<file path="src/rtl/gptl_pkg.sv">
`default_nettype none
// ---------------------------------------------------------------------------
// gptl_pkg
// Types, register indexes and constants shared by the ground-plane target
// locator modules.
// ---------------------------------------------------------------------------
package gptl_pkg;

    localparam int unsigned CfgIdxW = 3;

    typedef enum logic [CfgIdxW-1:0] {
        CFG_FOCAL_X  = 3'd0,
        CFG_FOCAL_Y  = 3'd1,
        CFG_CENTER_X = 3'd2,
        CFG_CENTER_Y = 3'd3,
        CFG_SIN_TILT = 3'd4,
        CFG_COS_TILT = 3'd5
    } t_cfg_idx;

    typedef enum logic [1:0] {
        ST_OK       = 2'd0,
        ST_PARALLEL = 2'd1,
        ST_SAT      = 2'd2
    } t_status;

    localparam logic [31:0] Cap31 = 32'h7FFF_FFFF;
    localparam int unsigned QueueDepth = 2;

    typedef struct packed {
        logic        action;
        logic [31:0] range_value;
        logic [11:0] top_left_x;
        logic [11:0] top_left_y;
        logic [11:0] top_right_x;
        logic [11:0] top_right_y;
        logic [11:0] bottom_left_x;
        logic [11:0] bottom_left_y;
        logic [11:0] bottom_right_x;
        logic [11:0] bottom_right_y;
    } t_in_word;

    typedef struct packed {
        logic signed [31:0] point_x;
        logic signed [31:0] point_y;
        logic signed [31:0] point_z;
        logic [1:0]         status;
    } t_out_word;

    // Job passed from the front end to the back end.
    typedef struct packed {
        logic [13:0] sum_x;
        logic [13:0] sum_y;
        logic [31:0] range;
    } t_job;

    typedef enum logic [3:0] {
        S_IDLE,
        S_RX_INIT,
        S_RX_DIV,
        S_RY_INIT,
        S_RY_DIV,
        S_DEN_MUL,
        S_DEN_CHK,
        S_T_DIV,
        S_T_DONE,
        S_PX_MUL,
        S_PY_MUL,
        S_OUT
    } t_state;

endpackage
`default_nettype wire

</file>
<file path="src/rtl/gptl_front.sv">
`default_nettype none
// ---------------------------------------------------------------------------
// gptl_front
// Accepts input words, keeps the newest distance and queues region jobs
// carrying the corner sums and the distance in force, when it is nonzero.
// ---------------------------------------------------------------------------
module gptl_front (
    input  wire                 i_clk,
    input  wire                 i_rst_n,
    input  wire                 i_valid,
    output logic                o_ready,
    input  gptl_pkg::t_in_word  i_data,
    output logic                o_job_valid,
    input  wire                 i_job_ready,
    output gptl_pkg::t_job      o_job
);

    logic [31:0]    r_range;
    gptl_pkg::t_job r_q [gptl_pkg::QueueDepth];
    logic           r_wp;
    logic           r_rp;
    logic [1:0]     r_cnt;
    logic           w_acc;
    logic           w_push;
    logic           w_pop;
    gptl_pkg::t_job w_job;

    assign o_ready     = (r_cnt != 2'd2);
    assign w_acc       = i_valid && o_ready;
    assign w_push      = w_acc && i_data.action && (r_range != 32'd0);
    assign o_job_valid = (r_cnt != 2'd0);
    assign w_pop       = o_job_valid && i_job_ready;
    assign o_job       = r_q[r_rp];

    always_comb begin
        w_job.sum_x = 14'(i_data.top_left_x) + 14'(i_data.top_right_x)
                    + 14'(i_data.bottom_left_x) + 14'(i_data.bottom_right_x);
        w_job.sum_y = 14'(i_data.top_left_y) + 14'(i_data.top_right_y)
                    + 14'(i_data.bottom_left_y) + 14'(i_data.bottom_right_y);
        w_job.range = r_range;
    end

    always_ff @(posedge i_clk) begin
        if (!i_rst_n) begin
            r_range <= '0;
            r_wp    <= 1'b0;
            r_rp    <= 1'b0;
            r_cnt   <= '0;
        end else begin
            if (w_acc && !i_data.action) begin
                r_range <= i_data.range_value;
            end
            if (w_push) begin
                r_wp <= ~r_wp;
            end
            if (w_pop) begin
                r_rp <= ~r_rp;
            end
            r_cnt <= r_cnt + 2'(w_push) - 2'(w_pop);
        end
    end

    always_ff @(posedge i_clk) begin
        if (w_push) begin
            r_q[r_wp] <= w_job;
        end
    end

endmodule
`default_nettype wire

</file>
<file path="config.mk">
export PLATFORM = sky130hd
export DESIGN_NAME = gptl_front
export DESIGN_NICKNAME = d
export VERILOG_FILES = /design/src/rtl/gptl_pkg.sv /design/src/rtl/gptl_front.sv
export SDC_FILE = /design/constraint.sdc
export NUM_CORES = 1
export LEC_CHECK = 0
export ABC_AREA = 1
export BUFFER_PORTS_ARGS = -buffer_cell sky130_fd_sc_hd__buf_2
export CELL_PAD_IN_SITES_DETAIL_PLACEMENT = 1
export CELL_PAD_IN_SITES_GLOBAL_PLACEMENT = 2
export CORE_MARGIN = 4
export CORE_UTILIZATION = 30
export DETAILED_ROUTE_END_ITERATION = 8
export HOLD_SLACK_MARGIN = 0.06
export PLACE_DENSITY_LB_ADDON = 0.1
export RECOVER_POWER = 100
export SYNTH_ARGS = -nofsm -noshare
export SYNTH_HDL_FRONTEND = slang
export SYNTH_SLANG_ARGS = --single-unit
</file>
<file path="constraint.sdc">
create_clock -name i_clk -period 7.23 [get_ports i_clk]
set_input_delay 0.3615 -clock i_clk [delete_from_list [all_inputs] [get_ports i_clk]]
set_output_delay 0.3615 -clock i_clk [all_outputs]
set_load 0.1 [all_outputs]
</file>
==> impl.org <==
** Status
- The flow ran to the end, but the final reports show violations.
- Violations in the final reports :: capacitance limit, slew limit

** Pwr
- Net switching power :: 1.810 mW
- Part of the power in the clock network :: 22.2%
- Total power consumption of the routed design :: 3.877 mW
- Summed over all cells, the static leakage comes to 4.531 nW.
- Combinational logic is responsible for 45.4% of the overall power.
- Switching fraction of total power :: 46.69%
- Peak VDD IR :: 0.1236 mV
- Power Internal :: 2.067 mW
- Registers are responsible for 32.4% of the overall power.
- Cell area power density :: 380.8 nW/um2

** Routing
- For this run, design rule violations remaining after detail routing come to 0.
- DRC marker count from the first detailed-route iteration :: 184
- The detailed router placed 5600 vias in this run.
- After detailed routing, the total wire length is 18370 um.
- The count of nets left with antenna violations once routing finished came out at 0.
- Avg Vias per Cell :: 4.223
- Average wire length per cell after detail routing :: 13.85 um
- Before antenna repair, the detailed router went through 4 iterations.

** Layout
- In the final design database the tool counted 1150 nets.
- Filler Cell Count :: 3162
- Proportion of layout cells with a drive suffix above 1 :: 23.58%
- Final design area excluding fillers :: 10180 um2
- The sequential cells in the finished layout cover a total of 4344 um2.
- Relative to the synthesized area, the layout overhead comes to 22.05%.
- Excluding fillers, the count of instances in the completed layout stands at 1326.
- Summing all multi-input logic gate instances after layout gives 3194 um2.
- The repair_antennas step left the layout with diodes totalling 0.

** STA
- Final TNS setup :: 0 ns
- Slew at the pin with the worst max-slew slack :: 2.950 ns
- RSZ-0062 raised after global routing :: no
- Dividing the final minimum period by the clock period gives 63.08%.
- Final worst clock skew :: 0.01237 ns
- Max-slew violation total from the final report :: 184
- The worst path needs 4.561 ns of the cycle, external delays included.
- Setup violations remaining at the end of the flow were counted as 0.
- Highest Clock Rate :: 219.2 MHz
- The count of endpoints failing hold in the final timing report is 0.
- The worst pin sits at a relative slew slack of -96.68%.

** Place
- Placed instance area :: 9722 um2
- Last weighted congestion value of the routability-driven placer :: 0.7330
- Cell count after placement :: 1294
- Count of buffers inserted at the top-level ports :: 194
- Detailed placement finished with a half-perimeter wire length of 14050 um.

** Clock network
- Maximum root-to-sink buffer count :: 2
- The clock tree synthesis step divided the H-tree into 4 levels.
- The number of hold buffers added after CTS was 0.
- After clock tree synthesis, the setup repair step added 0 buffers.
- Counting the buffers created by CTS gives 17.
- Post-CTS resize count :: 0
- TritonCTS built the clock tree.
- Clock Latency Late Sink :: 0.42 ns
- CTS placed an instance of sky130_fd_sc_hd__clkbuf_16 at the clock tree root.
- CTS clock-pin slew for the worst setup and hold paths :: 0.07 ns
- The clock net in this run drives a total of 157 sinks.

** Global route
- Entering global routing, the biggest net connects 65 pins.
- For met3 alone, demand over resource in global routing was 3.851%.
- Met1 track demand over resource in global routing :: 15.25%
- Number of global-route vias before repair :: 5952
- Antenna violations before repair :: 0
- The layer flagged by global routing as most heavily used is met2.
- The first global-routing pass estimated 30080 um of wire.
- The total overflow left after global routing is 0.
- Global routing used 21.11% of the available met2 tracks.
- All-layer global routing usage :: 12.36%

** Die
- The die is 174.8 um wide.
- Die area :: 30540 um2
- The initial utilization of the core area, before any placement, comes to 30.70%.
- Io pins :: 195
- After floorplanning, the core was divided into 60 placement rows.
- Overall die height :: 174.8 um
- Core area :: 27180 um2

** Worst setup path
- Top cell family by delay on the critical path :: flip-flops
- Walking the worst path, the cells encountered are mux2_2 > clkbuf_1.
- Highest cell delay on the worst timing path :: 2.32 ns
- Buffers plus inverters on the worst setup path :: 1
- The slowest stage of the critical path belongs to the cell sky130_fd_sc_hd__dfxtp_1.
- Startpoint-to-endpoint class of the critical path :: flip-flop to output pin
- Worst setup EP type :: output pin
- For the worst setup path, the data arrival time is 4.20 ns.
- Startpoint types :: flip-flop
- In this run the worst path has a maximum fanout of 60.
- Data on the critical path is required at its endpoint by 6.87 ns.

** Logic synthesis
- Distinct cell type count of the synthesized netlist :: 27
- Of all flip-flops after synthesis, the portion carrying an async set or reset was 0%.
- Synthesis produced 742 cells.
- Post-synth top flop :: sky130_fd_sc_hd__edfxtp_1
- Seq cells post-synth :: 157
- Post-Synthesis Net Count :: 951
- Dividing the synthesized area by the synthesized cell count gives 11.24 um2.
- The Yosys step of the flow raised 0 warnings.
- Share of the yosys chip area belonging to registers :: 52.07%
- Post-synth EDFFs :: 120
- Cell area after technology mapping :: 8343 um2

** Flow run
- Max-capacitance violation count :: 4

** Hold path
- Worst Hold Class :: input pin to flip-flop
layout make-up:
cell class,count,share of cell area (%)
Clock buffer,18,4.215
Sequential cell,157,42.66
Clock inverter,14,1.413
Multi-Input combinational cell,386,31.37
Timing Repair Buffer,196,9.019
Inverter,183,6.746
Tap cell,372,4.571
cell usage after synthesis, types with 4 or more instances:
master / number / area share [%]
sky130_fd_sc_hd__inv_1: 183 / 8.2
sky130_fd_sc_hd__edfxtp_1: 120 / 43
sky130_fd_sc_hd__nand2_1: 70 / 3.1
sky130_fd_sc_hd__mux2_2: 60 / 8.1
sky130_fd_sc_hd__a21oi_1: 51 / 3.1
sky130_fd_sc_hd__fa_1: 48 / 12
sky130_fd_sc_hd__dfxtp_1: 37 / 8.9
sky130_fd_sc_hd__o21ai_0: 35 / 2.1
sky130_fd_sc_hd__nor2_1: 33 / 1.5
sky130_fd_sc_hd__ha_1: 28 / 4.2
sky130_fd_sc_hd__nand3_1: 16 / 0.96
sky130_fd_sc_hd__xor2_1: 15 / 1.6
sky130_fd_sc_hd__buf_2: 10 / 0.60
sky130_fd_sc_hd__nand4_1: 4 / 0.30
sky130_fd_sc_hd__nor3_1: 4 / 0.24
sky130_fd_sc_hd__o21ai_1: 4 / 0.24
flip-flops by register name, indices dropped and copies added, names as in the netlist, named ones only:
signal,cells
r_wp,1
r_cnt,2
r_range,32
r_q,120
r_rp,1
cells by family (layout without fill, tap and decap cells):
family | Yosys count | after routing | share of synthesized area (%)
AO/OA/AOI/OAI | 99 | 99 | 6.209
AND/OR/NAND/NOR | 133 | 133 | 6.779
flip-flops | 157 | 157 | 52.07
buffers and inverters | 199 | 411 | 9.238
adder cells (fa/ha/maj) | 76 | 76 | 15.72
multiplexers | 60 | 60 | 8.098
XOR/XNOR | 18 | 18 | 1.890
layout by cell type (no fill, tap or decap):
master and count:
sky130_fd_sc_hd__a21o_1 2, sky130_fd_sc_hd__o211ai_1 1, sky130_fd_sc_hd__nand4_1 4, sky130_fd_sc_hd__o21ai_0 41
sky130_fd_sc_hd__or2_2 1, sky130_fd_sc_hd__clkbuf_16 17, sky130_fd_sc_hd__inv_6 6, sky130_fd_sc_hd__nand2_1 73
sky130_fd_sc_hd__a21oi_1 51, sky130_fd_sc_hd__ha_1 28, sky130_fd_sc_hd__and2_0 1, sky130_fd_sc_hd__inv_1 183
sky130_fd_sc_hd__inv_8 2, sky130_fd_sc_hd__dfxtp_1 37, sky130_fd_sc_hd__edfxtp_1 120, sky130_fd_sc_hd__clkbuf_1 53
sky130_fd_sc_hd__inv_4 1, sky130_fd_sc_hd__nor2_1 33, sky130_fd_sc_hd__clkinv_4 2, sky130_fd_sc_hd__bufinv_16 1
sky130_fd_sc_hd__nor3_1 4, sky130_fd_sc_hd__fa_1 48, sky130_fd_sc_hd__nand3b_1 1, sky130_fd_sc_hd__mux2_2 49
sky130_fd_sc_hd__clkinvlp_4 2, sky130_fd_sc_hd__a31oi_1 3, sky130_fd_sc_hd__nand3_1 16, sky130_fd_sc_hd__buf_2 143
sky130_fd_sc_hd__xor2_1 15, sky130_fd_sc_hd__mux2_1 11, sky130_fd_sc_hd__buf_4 1, sky130_fd_sc_hd__o21ai_1 1
sky130_fd_sc_hd__xnor2_1 3
per-layer routing:
metal  part of all wire (%)  vias to the layer above
met1                     45                     2658
li1                       -                     2797
met2                     48                      132
met5                      0                        -
met3                    5.9                       13
met4                   0.97                        0
worst register-to-register path: stages, from the launching register on:
cell and delay [ns]:
sky130_fd_sc_hd__dfxtp_1 0.36, sky130_fd_sc_hd__inv_1 0.05, sky130_fd_sc_hd__nand2_1 0.11, sky130_fd_sc_hd__nand3_1 0.12
sky130_fd_sc_hd__inv_1 0.11, sky130_fd_sc_hd__nand3_1 0.11, sky130_fd_sc_hd__inv_1 0.72, sky130_fd_sc_hd__clkbuf_1 1.82
stage by stage:
stage | setup WS, ns | hold slack [ns] | util (%)
5_1_grt | 2.226 | 0.2147 | 37.47
3_3_place_gp | 4.168 | 0.4339 | 35.77
4_1_cts | 4.565 | 0.1922 | 37.88
2_1_floorplan | 3.138 | 0.4256 | -
6_report | 2.669 | 0.2108 | 37.47
3_5_place_dp | 4.126 | 0.4411 | 35.77
worst paths after layout:
path	from	to	slack, ns	depth (start not counted)
worst max-delay path	flip-flop	o_job[47]	2.67	2
worst min-delay path	i_data[107]	r_range[11]$_SDFFE_PN0P_	0.21	3
worst max register to register	r_cnt[0]$_SDFF_PN0_	r_q[1][48]$_DFFE_PP_	3.38	7
worst min register to register	r_range[20]$_SDFFE_PN0P_	r_q[0][20]$_DFFE_PP_	0.45	0
power by group through the flow:
stage / logic, mW / registers (mW) / clock network [mW]
5_1_grt: 1.92 / 1.28 / 0.934
3_5_place_dp: 1.83 / 1.28 / 0
6_report: 1.76 / 1.26 / 0.861
3_3_place_gp: 1.82 / 1.28 / 0
4_1_cts: 1.83 / 1.26 / 0.889
2_1_floorplan: 1.52 / 1.22 / 0
(Power assumes the default switching activity.)
